--- config.mk ---
export PLATFORM = sky130hd
export DESIGN_NAME = hamming_sec_codec_variable_block_flat
export DESIGN_NICKNAME = d
export VERILOG_FILES = /design/src/rtl/hsc_pkg.sv /design/src/rtl/hsc_if.sv /design/src/rtl/hsc_encode.sv /design/src/rtl/hsc_decode.sv /design/src/rtl/hamming_sec_codec_variable_block.sv /design/src/flat_wrapper.sv
export VERILOG_INCLUDE_DIRS = /design/src /design/src/rtl
export SDC_FILE = /design/constraint.sdc
export NUM_CORES = 1
export LEC_CHECK = 0
export BUFFER_PORTS_ARGS = -buffer_cell sky130_fd_sc_hd__buf_2
export CELL_PAD_IN_SITES_DETAIL_PLACEMENT = 0
export CELL_PAD_IN_SITES_GLOBAL_PLACEMENT = 1
export CORE_ASPECT_RATIO = 0.75
export CORE_MARGIN = 4
export CORE_UTILIZATION = 25
export DETAILED_ROUTE_END_ITERATION = 10
export PLACE_DENSITY_LB_ADDON = 0.1
export SETUP_SLACK_MARGIN = 0.02
export SKIP_LAST_GASP = 1
export SYNTH_ARGS = -nofsm -noshare
export SYNTH_HDL_FRONTEND = slang
export SYNTH_SLANG_ARGS = --single-unit
--- constraint.sdc ---
create_clock -name clk -period 9.23 [get_ports clk]
set_input_delay 0.923 -clock clk [delete_from_list [all_inputs] [get_ports clk]]
set_output_delay 0.923 -clock clk [all_outputs]
set_load 0.01 [all_outputs]
--- src/rtl/assert_macros.svh ---
// Assertion macros shared by the RTL of the Hamming SEC codec.
// No dependencies; the macros compile to nothing when SYNTHESIS is defined.
`ifndef ASSERT_MACROS_SVH
`define ASSERT_MACROS_SVH
`ifndef SYNTHESIS
// Consequent must hold in the same cycle as the antecedent.
`define ASSERT_IMPLY(label, clk, rst_n, ante, cons) \
  label: assert property (@(posedge clk) disable iff (!rst_n) (ante) |-> (cons)) \
    else $error("assertion failed: same-cycle implication");
// Consequent must hold in the cycle after the antecedent.
`define ASSERT_NEXT(label, clk, rst_n, ante, cons) \
  label: assert property (@(posedge clk) disable iff (!rst_n) (ante) |=> (cons)) \
    else $error("assertion failed: next-cycle implication");
`else
`define ASSERT_IMPLY(label, clk, rst_n, ante, cons)
`define ASSERT_NEXT(label, clk, rst_n, ante, cons)
`endif
`endif

--- src/rtl/hsc_pkg.sv ---
// Package of the Hamming SEC codec: widths, types, size tables and parity helpers.
// No dependencies.
package hsc_pkg;

  localparam int DATA_W = 64;
  localparam int CODE_W = 71;
  localparam int SYN_W  = 7;
  localparam int SEL_W  = 3;
  localparam int HIGH_W = CODE_W - DATA_W;

  typedef logic [SEL_W-1:0]  sel_t;
  typedef logic [DATA_W-1:0] data_t;
  typedef logic [CODE_W-1:0] code_t;
  typedef logic [SYN_W-1:0]  syn_t;

  typedef enum logic {
    OP_ENCODE = 1'b0,
    OP_DECODE = 1'b1
  } op_t;

  typedef enum logic [SEL_W-1:0] {
    SIZE_8  = 3'd0,
    SIZE_12 = 3'd1,
    SIZE_16 = 3'd2,
    SIZE_24 = 3'd3,
    SIZE_32 = 3'd4,
    SIZE_48 = 3'd5,
    SIZE_64 = 3'd6,
    SIZE_64_ALT = 3'd7
  } size_sel_t;

  localparam sel_t SEL_RESET = SIZE_64;

  // Decoder status handed to the result stage.
  typedef struct packed {
    syn_t syndrome;
    logic corrected;
    logic bad_syndrome;
  } dec_status_t;

  // Codeword length for a size code; the spare code saturates to the largest size.
  function automatic syn_t code_len(input sel_t sel);
    syn_t n;
    case (sel)
      SIZE_8:  n = 7'd12;
      SIZE_12: n = 7'd17;
      SIZE_16: n = 7'd21;
      SIZE_24: n = 7'd29;
      SIZE_32: n = 7'd38;
      SIZE_48: n = 7'd54;
      default: n = 7'd71;
    endcase
    return n;
  endfunction

  function automatic syn_t data_len(input sel_t sel);
    syn_t d;
    case (sel)
      SIZE_8:  d = 7'd8;
      SIZE_12: d = 7'd12;
      SIZE_16: d = 7'd16;
      SIZE_24: d = 7'd24;
      SIZE_32: d = 7'd32;
      SIZE_48: d = 7'd48;
      default: d = 7'd64;
    endcase
    return d;
  endfunction

  // One bit per codeword position inside the configured length.
  function automatic code_t code_mask(input sel_t sel);
    code_t mask;
    syn_t  n;
    int    i;
    n = code_len(sel);
    for (i = 0; i < CODE_W; i++) begin
      mask[i] = (SYN_W'(i) < n);
    end
    return mask;
  endfunction

  function automatic data_t data_mask(input sel_t sel);
    data_t mask;
    syn_t  d;
    int    i;
    d = data_len(sel);
    for (i = 0; i < DATA_W; i++) begin
      mask[i] = (SYN_W'(i) < d);
    end
    return mask;
  endfunction

  // Bit index (position - 1) in the codeword of data bit k.
  function automatic syn_t data_idx(input int k);
    syn_t res;
    int   cnt;
    int   p;
    res = '0;
    cnt = 0;
    for (p = 1; p <= CODE_W; p++) begin
      if ((p & (p - 1)) != 0) begin
        if (cnt == k) res = SYN_W'(p - 1);
        cnt++;
      end
    end
    return res;
  endfunction

  // Positions whose number has bit m set.
  function automatic code_t pos_mask(input int m);
    code_t mask;
    syn_t  pos;
    int    i;
    for (i = 0; i < CODE_W; i++) begin
      pos     = SYN_W'(i + 1);
      mask[i] = pos[m];
    end
    return mask;
  endfunction

  // Syndrome: XOR of the numbers of all set positions, one parity tree per bit.
  function automatic syn_t syndrome_of(input code_t w);
    syn_t s;
    int   m;
    for (m = 0; m < SYN_W; m++) begin
      s[m] = ^(w & pos_mask(m));
    end
    return s;
  endfunction

endpackage

--- src/rtl/hsc_if.sv ---
// Request and result channel interfaces of the Hamming SEC codec.
// Depends on hsc_pkg.
interface hsc_in_if;
  import hsc_pkg::*;
  logic  valid;
  logic  ready;
  logic  op;
  data_t data_word;
  data_t code_low;
  logic [HIGH_W-1:0] code_high;

  modport source (output valid, op, data_word, code_low, code_high, input ready);
  modport sink   (input valid, op, data_word, code_low, code_high, output ready);
endinterface

interface hsc_out_if;
  import hsc_pkg::*;
  logic  valid;
  logic  ready;
  data_t data_out;
  data_t code_out_low;
  logic [HIGH_W-1:0] code_out_high;
  syn_t  syndrome;
  logic  corrected;
  logic  bad_syndrome;

  modport source (output valid, data_out, code_out_low, code_out_high, syndrome,
                  corrected, bad_syndrome, input ready);
  modport sink   (input valid, data_out, code_out_low, code_out_high, syndrome,
                  corrected, bad_syndrome, output ready);
endinterface

--- src/rtl/hsc_encode.sv ---
// Hamming SEC encoder: spreads data bits over the codeword and fills the parity positions.
// Depends on hsc_pkg.
module hsc_encode (
  input  hsc_pkg::sel_t  sel,
  input  hsc_pkg::data_t data_word,
  output hsc_pkg::code_t code
);
  import hsc_pkg::*;

  data_t din;
  code_t spread;
  code_t parity;
  syn_t  par;

  // drop data bits above the block size
  assign din = data_word & data_mask(sel);

  for (genvar i = 0; i < CODE_W; i++) begin : g_clr
    if ((i & (i + 1)) == 0) begin : g_par
      assign spread[i] = 1'b0;
    end
  end
  for (genvar k = 0; k < DATA_W; k++) begin : g_spread
    assign spread[data_idx(k)] = din[k];
  end

  // parity bits beyond the codeword come out zero on their own
  assign par = syndrome_of(spread);

  always_comb begin
    parity = '0;
    for (int m = 0; m < SYN_W; m++) begin
      parity[(1 << m) - 1] = par[m];
    end
  end

  assign code = spread | parity;

endmodule

--- src/rtl/hsc_decode.sv ---
// Hamming SEC decoder: syndrome, single-bit correction and data extraction.
// Depends on hsc_pkg.
module hsc_decode (
  input  hsc_pkg::sel_t        sel,
  input  hsc_pkg::code_t       code,
  output hsc_pkg::data_t       data,
  output hsc_pkg::dec_status_t status
);
  import hsc_pkg::*;

  code_t masked;
  code_t fixed;
  code_t flip;
  syn_t  syn;
  syn_t  n;
  logic  bad;
  logic  corr;

  assign masked = code & code_mask(sel);
  assign syn    = syndrome_of(masked);
  assign n      = code_len(sel);
  assign bad    = (syn > n);
  assign corr   = (syn != '0) && !bad;

  for (genvar i = 0; i < CODE_W; i++) begin : g_flip
    assign flip[i] = corr && (syn == SYN_W'(i + 1));
  end

  assign fixed = masked ^ flip;

  for (genvar k = 0; k < DATA_W; k++) begin : g_extract
    assign data[k] = fixed[data_idx(k)];
  end

  assign status.syndrome     = syn;
  assign status.corrected    = corr;
  assign status.bad_syndrome = bad;

endmodule

--- src/rtl/hamming_sec_codec_variable_block.sv ---
// Top level of the Hamming SEC codec with selectable block size.
// Depends on hsc_pkg, hsc_if, hsc_encode, hsc_decode and assert_macros.svh.
//
// Usage:
//   in_ch  : request channel (valid/ready). op selects encode (data_word) or
//            decode (code_low holds positions 1..64, code_high 65..71).
//   out_ch : result channel (valid/ready), one result per request. Fields
//            that do not belong to the operation are zero.
//   cfg_we / cfg_wdata : block size code (8,12,16,24,32,48,64 data bits);
//            write it only while no request is in flight.
// Path: an accepted request goes to the request register, then through the
//   parity trees and correction into the result register. Throughput: one
//   request per cycle while out_ch.ready stays high, set by the single pass
//   through the parity trees between the two registers.
// Stall: when out_ch.ready is low the result register holds; the request
//   register still takes one more request, so in_ch.ready drops only when
//   both registers are full.
// Reset (synchronous, rst_n low): both stages empty, block size 64 bits.
`include "assert_macros.svh"

module hamming_sec_codec_variable_block (
  input  logic          clk,
  input  logic          rst_n,
  hsc_in_if.sink        in_ch,
  hsc_out_if.source     out_ch,
  input  logic          cfg_we,
  input  hsc_pkg::sel_t cfg_wdata
);
  import hsc_pkg::*;

  // Configuration register
  sel_t sel_r;
  sel_t sel_nxt;

  // Request stage
  logic  s1_valid_r, s1_valid_nxt;
  logic  s1_op_r;
  code_t s1_code_r;
  data_t s1_data_r;

  // Result stage
  logic  out_valid_r, out_valid_nxt;
  data_t out_data_r;
  code_t out_code_r;
  dec_status_t out_status_r;

  logic in_acc;
  logic out_adv;
  logic s1_adv;

  code_t enc_code;
  data_t dec_data;
  dec_status_t dec_status;

  // Handshake: the result register frees up when empty or being taken.
  assign out_adv     = !out_valid_r || out_ch.ready;
  assign s1_adv      = s1_valid_r && out_adv;
  assign in_ch.ready = !s1_valid_r || out_adv;
  assign in_acc      = in_ch.valid && in_ch.ready;

  assign sel_nxt       = cfg_we ? cfg_wdata : sel_r;
  assign s1_valid_nxt  = in_acc ? 1'b1 : (s1_adv ? 1'b0 : s1_valid_r);
  assign out_valid_nxt = out_adv ? s1_valid_r : out_valid_r;

  // Control state
  always_ff @(posedge clk) begin
    if (!rst_n) begin
      sel_r       <= SEL_RESET;
      s1_valid_r  <= 1'b0;
      out_valid_r <= 1'b0;
    end else begin
      sel_r       <= sel_nxt;
      s1_valid_r  <= s1_valid_nxt;
      out_valid_r <= out_valid_nxt;
    end
  end

  // Capture the request payload
  always_ff @(posedge clk) begin
    if (in_acc) begin
      s1_op_r   <= in_ch.op;
      s1_data_r <= in_ch.data_word;
      s1_code_r <= {in_ch.code_high, in_ch.code_low};
    end
  end

  hsc_encode u_enc (
    .sel       (sel_r),
    .data_word (s1_data_r),
    .code      (enc_code)
  );

  hsc_decode u_dec (
    .sel    (sel_r),
    .code   (s1_code_r),
    .data   (dec_data),
    .status (dec_status)
  );

  // Load the result, zeroing the fields of the other operation
  always_ff @(posedge clk) begin
    if (s1_adv) begin
      if (s1_op_r == OP_DECODE) begin
        out_data_r   <= dec_data;
        out_code_r   <= '0;
        out_status_r <= dec_status;
      end else begin
        out_data_r   <= '0;
        out_code_r   <= enc_code;
        out_status_r <= '0;
      end
    end
  end

  assign out_ch.valid         = out_valid_r;
  assign out_ch.data_out      = out_data_r;
  assign out_ch.code_out_low  = out_code_r[DATA_W-1:0];
  assign out_ch.code_out_high = out_code_r[CODE_W-1:DATA_W];
  assign out_ch.syndrome      = out_status_r.syndrome;
  assign out_ch.corrected     = out_status_r.corrected;
  assign out_ch.bad_syndrome  = out_status_r.bad_syndrome;

  // Correction and the out-of-range flag exclude each other
  `ASSERT_IMPLY(a_corr_bad_excl, clk, rst_n, out_valid_r, !(out_status_r.corrected && out_status_r.bad_syndrome))
  // Either flag implies a nonzero syndrome
  `ASSERT_IMPLY(a_flag_syn, clk, rst_n, out_valid_r && (out_status_r.corrected || out_status_r.bad_syndrome), out_status_r.syndrome != '0)
  // A request leaving the first stage lands in the result register
  `ASSERT_NEXT(a_s1_to_out, clk, rst_n, s1_adv, out_valid_r)
  // An accepted request occupies the first stage next cycle
  `ASSERT_NEXT(a_acc_s1, clk, rst_n, in_acc, s1_valid_r)

endmodule
--- src/flat_wrapper.sv ---
// flat-port wrapper written by rule: the top's interface ports become plain ports
module hamming_sec_codec_variable_block_flat import hsc_pkg::*;
  (clk, rst_n, cfg_we, cfg_wdata, in_ch_valid, in_ch_op, in_ch_data_word, in_ch_code_low, in_ch_code_high, in_ch_ready, out_ch_valid, out_ch_data_out, out_ch_code_out_low, out_ch_code_out_high, out_ch_syndrome, out_ch_corrected, out_ch_bad_syndrome, out_ch_ready);
  hsc_in_if in_ch_i ();
  hsc_out_if out_ch_i ();
  input  logic clk;
  input  logic rst_n;
  input  logic cfg_we;
  input  hsc_pkg::sel_t cfg_wdata;
  input wire logic [$bits(in_ch_i.valid)-1:0] in_ch_valid;
  input wire logic [$bits(in_ch_i.op)-1:0] in_ch_op;
  input wire logic [$bits(in_ch_i.data_word)-1:0] in_ch_data_word;
  input wire logic [$bits(in_ch_i.code_low)-1:0] in_ch_code_low;
  input wire logic [$bits(in_ch_i.code_high)-1:0] in_ch_code_high;
  output wire logic [$bits(in_ch_i.ready)-1:0] in_ch_ready;
  output wire logic [$bits(out_ch_i.valid)-1:0] out_ch_valid;
  output wire logic [$bits(out_ch_i.data_out)-1:0] out_ch_data_out;
  output wire logic [$bits(out_ch_i.code_out_low)-1:0] out_ch_code_out_low;
  output wire logic [$bits(out_ch_i.code_out_high)-1:0] out_ch_code_out_high;
  output wire logic [$bits(out_ch_i.syndrome)-1:0] out_ch_syndrome;
  output wire logic [$bits(out_ch_i.corrected)-1:0] out_ch_corrected;
  output wire logic [$bits(out_ch_i.bad_syndrome)-1:0] out_ch_bad_syndrome;
  input wire logic [$bits(out_ch_i.ready)-1:0] out_ch_ready;
  assign in_ch_i.valid = in_ch_valid;
  assign in_ch_i.op = in_ch_op;
  assign in_ch_i.data_word = in_ch_data_word;
  assign in_ch_i.code_low = in_ch_code_low;
  assign in_ch_i.code_high = in_ch_code_high;
  assign in_ch_ready = in_ch_i.ready;
  assign out_ch_valid = out_ch_i.valid;
  assign out_ch_data_out = out_ch_i.data_out;
  assign out_ch_code_out_low = out_ch_i.code_out_low;
  assign out_ch_code_out_high = out_ch_i.code_out_high;
  assign out_ch_syndrome = out_ch_i.syndrome;
  assign out_ch_corrected = out_ch_i.corrected;
  assign out_ch_bad_syndrome = out_ch_i.bad_syndrome;
  assign out_ch_i.ready = out_ch_ready;
  hamming_sec_codec_variable_block u_core (.clk(clk), .rst_n(rst_n), .in_ch(in_ch_i), .out_ch(out_ch_i), .cfg_we(cfg_we), .cfg_wdata(cfg_wdata));
endmodule
* Yosys cells after proc, flatten, opt, wreduce, memory -nomap -nowiden
Cells that the tools add are included.
Word-level totals: logic and storage cells 327, register bits 285, output and inout bits 146
Cells by class: reductions and logical operators 96, order comparisons 136, multiplexer cells 4, equality and inequality tests 76, bitwise logic cells 4
Operator list (number):
- XOR reduction 71 bit | 14
- < comparator 6 x 7 -> 1 bit (first input constant) | 64
- equality test 7 x 6 -> 1 bit (second input constant) | 32
- < comparator 5 x 7 -> 1 bit (first input constant) | 32
- equality test 7 x 5 -> 1 bit (second input constant) | 16
- < comparator 4 x 7 -> 1 bit (first input constant) | 16
- one-hot mux 7 bit (6 select lines) | 2
- logical AND 1 bit | 74
- bitwise AND 71 bit | 1
- OR 71 x 64 -> 71 bit | 1
- XOR 71 bit | 1
- bitwise AND 64 bit | 1
- equality test 7 x 4 -> 1 bit (second input constant) | 8
- equality test 7 bit (second input constant) | 8
- < comparator 3 x 7 -> 1 bit (first input constant) | 8
- < comparator 7 bit (first input constant) | 7
- equality test 7 x 3 -> 1 bit (second input constant) | 4
- < comparator 1 x 7 -> 1 bit (first input constant) | 4
- < comparator 2 x 7 -> 1 bit (first input constant) | 4
- equality test 7 x 2 -> 1 bit (second input constant) | 2
- equality test 7 x 1 -> 1 bit (second input constant) | 1
- greater-than comparator 7 bit | 1
- nonzero test 7 bit | 1
- equality test 3 x 2 -> 1 bit (second input constant) | 2
- other kinds (7) | 12

* Depth between registers and ports, before layout
depth in word-level cells 10, depth in mapped cells 22, mapped depth without buffers 18

* Hierarchy
Synthesis repeated with hierarchy kept, for this count alone.
Second synthesis, totals: cells, all modules 1194, area, all modules 15068.2 um2
Modules (own cells, without submodules):
- hamming_sec_codec_variable_block | cells an instance 457, area each 9584.2 um2, instances 1
- hsc_decode | cells an instance 460, area each 3434.5 um2, instances 1
- hsc_encode | cells an instance 277, area each 2049.5 um2, instances 1

* Least setup slack after synthesis
Ideal clock, no wire load.
kind in2reg, from in out_ch_ready, to reg u_core.out_status_r (netlist bit u_core.out_ch.bad_syndrome), enable pin, stages 2, library setup time 0.667 ns, arrival time 7.366 ns, setup slack 1.197 ns, data required time 8.563 ns, cells stage by stage nor2b_1 -> nor2b_1
Between the ends: word-level cells in the longest chain between the ends 2
Ends and longest elaborated chain:
- from (decl) | line flat_wrapper.sv:23 | input wire logic [$bits(out_ch_i.ready)-1:0] out_ch_ready;
- logical OR 1 bit | line hamming_sec_codec_variable_block.sv:56 | assign out_adv = !out_valid_r || out_ch.ready;
- logical AND 1 bit | line hamming_sec_codec_variable_block.sv:57 | assign s1_adv = s1_valid_r && out_adv;
- via u_core.s1_adv | line hamming_sec_codec_variable_block.sv:49 | logic s1_adv;
- to (signal assigned) | line hamming_sec_codec_variable_block.sv:106 | out_status_r <= dec_status;
- to (decl) | line hamming_sec_codec_variable_block.sv:45 | dec_status_t out_status_r;
The timed path passes the listed nets, and every way through them passes these cells. A chain may end at the register's enable or synchronous reset.

==> results by group <==
Logic synthesis
  • Seq cells post-synth: 285
  • Most instantiated cells after synthesis: 280 x edfxtp_1, 161 x xnor2_1, 96 x nand2_1, 81 x a21oi_1, 60 x nor2_1
  • Asr flop ratio synth: 0%
  • Synth top area share: between 50 and 60%
  • Gate Count Post-Synth: 1165
  • Number of flops mapped to enable cells by yosys: between 200 and 300
  • Syn Area/Cell: 12.4 sq um
  • Most used DFF post-synth: edfxtp_1
  • Syn Nets: 1315
  • Cell taking the most area after synthesis: edfxtp_1
  • Ys Warns: 0
  • Synth area leaders: edfxtp_1 58%, xnor2_1 9.7%, xor2_1 3.6%, a21oi_1 2.8%, and3_1 2.5%
  • Unique masters post-synth: 71
  • Post-Syn Area: 14500 sq um
  • Seq/Total Area, Yosys: 58.7%
  • Cell with the most instances after synthesis: edfxtp_1

Die
  • Initial Util: 25.2%
  • Chip Height: between 200 and 250 um
  • Row count: 76
  • Die area: just over 60000 sq um
  • DIE WIDTH: between 200 and 300 um
  • CORE AREA: 57400 sq um
  • IO Pins: 290

Outcome
  • Status: complete, no violations

STA
  • F_max: 157 MHz
  • Tcrit/Tclk final: 68.8%
  • Final hold violation count: 0
  • Final number of setup-violating endpoints: 0
  • Clock skew: approximately 0.017 ns
  • Final WS setup: 2.88 ns
  • Hold_ws: 0.521 ns
  • Worst Max-Slew Pin Slew: 1.23 ns
  • Tmin final: 6.35 ns
  • Setup TNS: 0 ns
  • Unrepaired setup endpoints after global routing: false
  • Final Slew Violations: 0
  • Max_slew headroom: 17.8%

GRT
  • Vias in the first global route: 10400
  • Largest net degree at the start of global routing: 145
  • Tot GR Track Use: 15.6%
  • Initial antenna violation count: 3
  • Global-route wire length before repair: 71400 um
  • Grt ovf: 0

Final layout
  • Final std cells w/o fill: around 2200
  • Design area: between 15000 and 20000 sq um
  • ANT cells: 0
  • Layout area overhead: 23.0%
  • Fin util: 31.0%
  • Nets: roughly 1600
  • Share of post-route cells with drive strength above 1: 27.8%

Drt
  • Antenna viol nets, final: 0
  • DRT met1 WL: 25500 um
  • WL met2: 21200 um
  • Wire per inst: 22.3 um
  • Total number of vias: 10300
  • DRT Pass-1 Iters: 5
  • Drt total wl: about 50000 um
  • # DRC: 0
  • Highest Signal Layer: met5
  • DR WL met3: 2410 um
  • Vias/cell: 4.60
  • 1st-iter DRT viols: 695

CTS
  • Cts bufs inserted: 35
  • Root Driver: clkbuf_16
  • CTS H-tree depth: 2
  • Worst-path clk slew: 0.06 ns
  • Resize count post-CTS: 0
  • Clk buf depth: 3
  • Sink Count: 285
  • Cts hold-fix bufs: 0
  • Clock Latency Late Sink: 0.53 ns
  • Post-CTS Setup Inserts: 0
  • CTS tree: done

Hold path
  • Worst hold path endpoint: u_core.out_ch.valid
  • Path type of the worst min-delay path: reg -> reg
  • Worst hold start: u_core.s1_valid_r
  • Hold depth: 1

Place
  • PortBufs: between 200 and 300
  • Routability Congestion: 0.744
  • Detailed placer's ending HPWL: 35400 um
  • DP Area: between 15000 and 20000 sq um
  • Placed Cells: 2174
  • DP Worst Slack: roughly 2.9 ns

Pwr
  • Total power: 5.03 mW
  • Comb pwr share: 41.0%
  • Leakage: 6.69 nW
  • Max IR drop VDD: 0.429 mV
  • Net switching power: 2.08 mW
  • Switching share of power: 41.4%
  • Clock network fraction of design power: 27.0%
  • Power Density: around 280 nW/um^2
  • Sequential Power Share: approximately 32%
  • Internal power: 2.95 mW

Critical path
  • Reg-to-Reg End: u_core.out_ch.data_out[40]
  • Worst Path Class, Setup: reg -> reg
  • Crit path DAT: 6.63 ns
  • WP data required: 9.51 ns
  • Reg2reg start: u_core.sel_r[2]
  • Startpoint Class: flop
  • R2R cell count: 17
  • Crit-path max FO: 108
  • Setup crit end kind: flop
  • R2r setup slk: 2.88 ns

Flow run
  • Max-Cap Viols: 0
[registers in the layout, indices dropped and copies added, names as in the netlist, 3 cells and up]
register / cells
u_core.s1_code_r: 71
u_core.sel_r: 3
u_core.out_ch.data_out: 64
u_core.out_code_r: 71
u_core.s1_data_r: 64
u_core.out_ch.syndrome: 7
[logic make-up after synthesis]
group                      after synthesis  synth area share, %
and+or+nand+nor                        347                 12.5
muxes                                    6                0.432
adders and majority gates                6                0.518
buffers and inverters                   79                 2.37
AOI/OAI and AO/OA                      205                 9.62
xor gates and xnor gates               237                 15.8
DFF                                    285                 58.7
[cell usage in the layout, fill, tap and decap left out, types with 25 or more instances in the layout]
| cell | instances |
|---|---|
| a21oi_1 | 81 |
| a31o_2 | 25 |
| and3_1 | 58 |
| buf_2 | 289 |
| clkbuf_16 | 37 |
| edfxtp_1 | 280 |
| nand2_1 | 96 |
| nand4_1 | 49 |
| nor2_1 | 60 |
| xnor2_1 | 161 |
| xor2_1 | 59 |
[cell type report]
type / instances / area, sq um
clock buffers: 44 / 952
clock inverters: 16 / 149
fillers: 5984 / 39600
inverters: 7 / 27.5
multi-input cells: 801 / 5660
flip-flops and latches: 285 / 8510
well taps: 780 / 976
repair buffers: 301 / 1550
[power by group through the flow]
stage / sequential, mW / clock (mW) / combinational, mW
6_report: 1.61 / 1.36 / 2.06
3_5_place_dp: 1.64 / 0 / 2.07
4_1_cts: 1.62 / 1.41 / 2.07
5_1_grt: 1.62 / 1.47 / 2.24
3_3_place_gp: 1.64 / 0 / 2.04
2_1_floorplan: 1.65 / 0 / 1.43
[metal layers]
metal / global-route usage, % / vias to the layer above
li1: - / 4848
met1: 23.8 / 5119
met2: 23.1 / 250
met3: 3.10 / 57
met4: 2.96 / 6
met5: 0 / -
[worst max path at each step]
stage                         start                          to  cells past startpoint
detailed placement  u_core.sel_r[2]  u_core.out_ch.data_out[25]                     17
finish              u_core.sel_r[2]  u_core.out_ch.data_out[40]                     17
global placement    u_core.sel_r[2]  u_core.out_ch.data_out[39]                     17
CTS                 u_core.sel_r[2]  u_core.out_ch.data_out[39]                     17
global route        u_core.sel_r[2]  u_core.out_ch.data_out[38]                     17
floorplan              out_ch_ready  u_core.out_ch.bad_syndrome                      2
[critical path: stages, from the launching register on]
cell and delay [ns]:
dfxtp_2 0.79, and2_1 0.22, buf_4 0.40, inv_2 0.27
nor2_1 0.29, xor2_1 0.22, xnor2_1 0.19, xnor2_2 0.16
xnor2_1 0.84, ha_1 0.39, nor2b_1 0.13, o21ai_0 0.16
a21oi_1 0.10, nor2_1 0.23, o32a_1 0.26, o211a_4 0.96
a31oi_1 0.18, o21a_1 0.24
No activity file was read; power rests on OpenSTA's default activity.
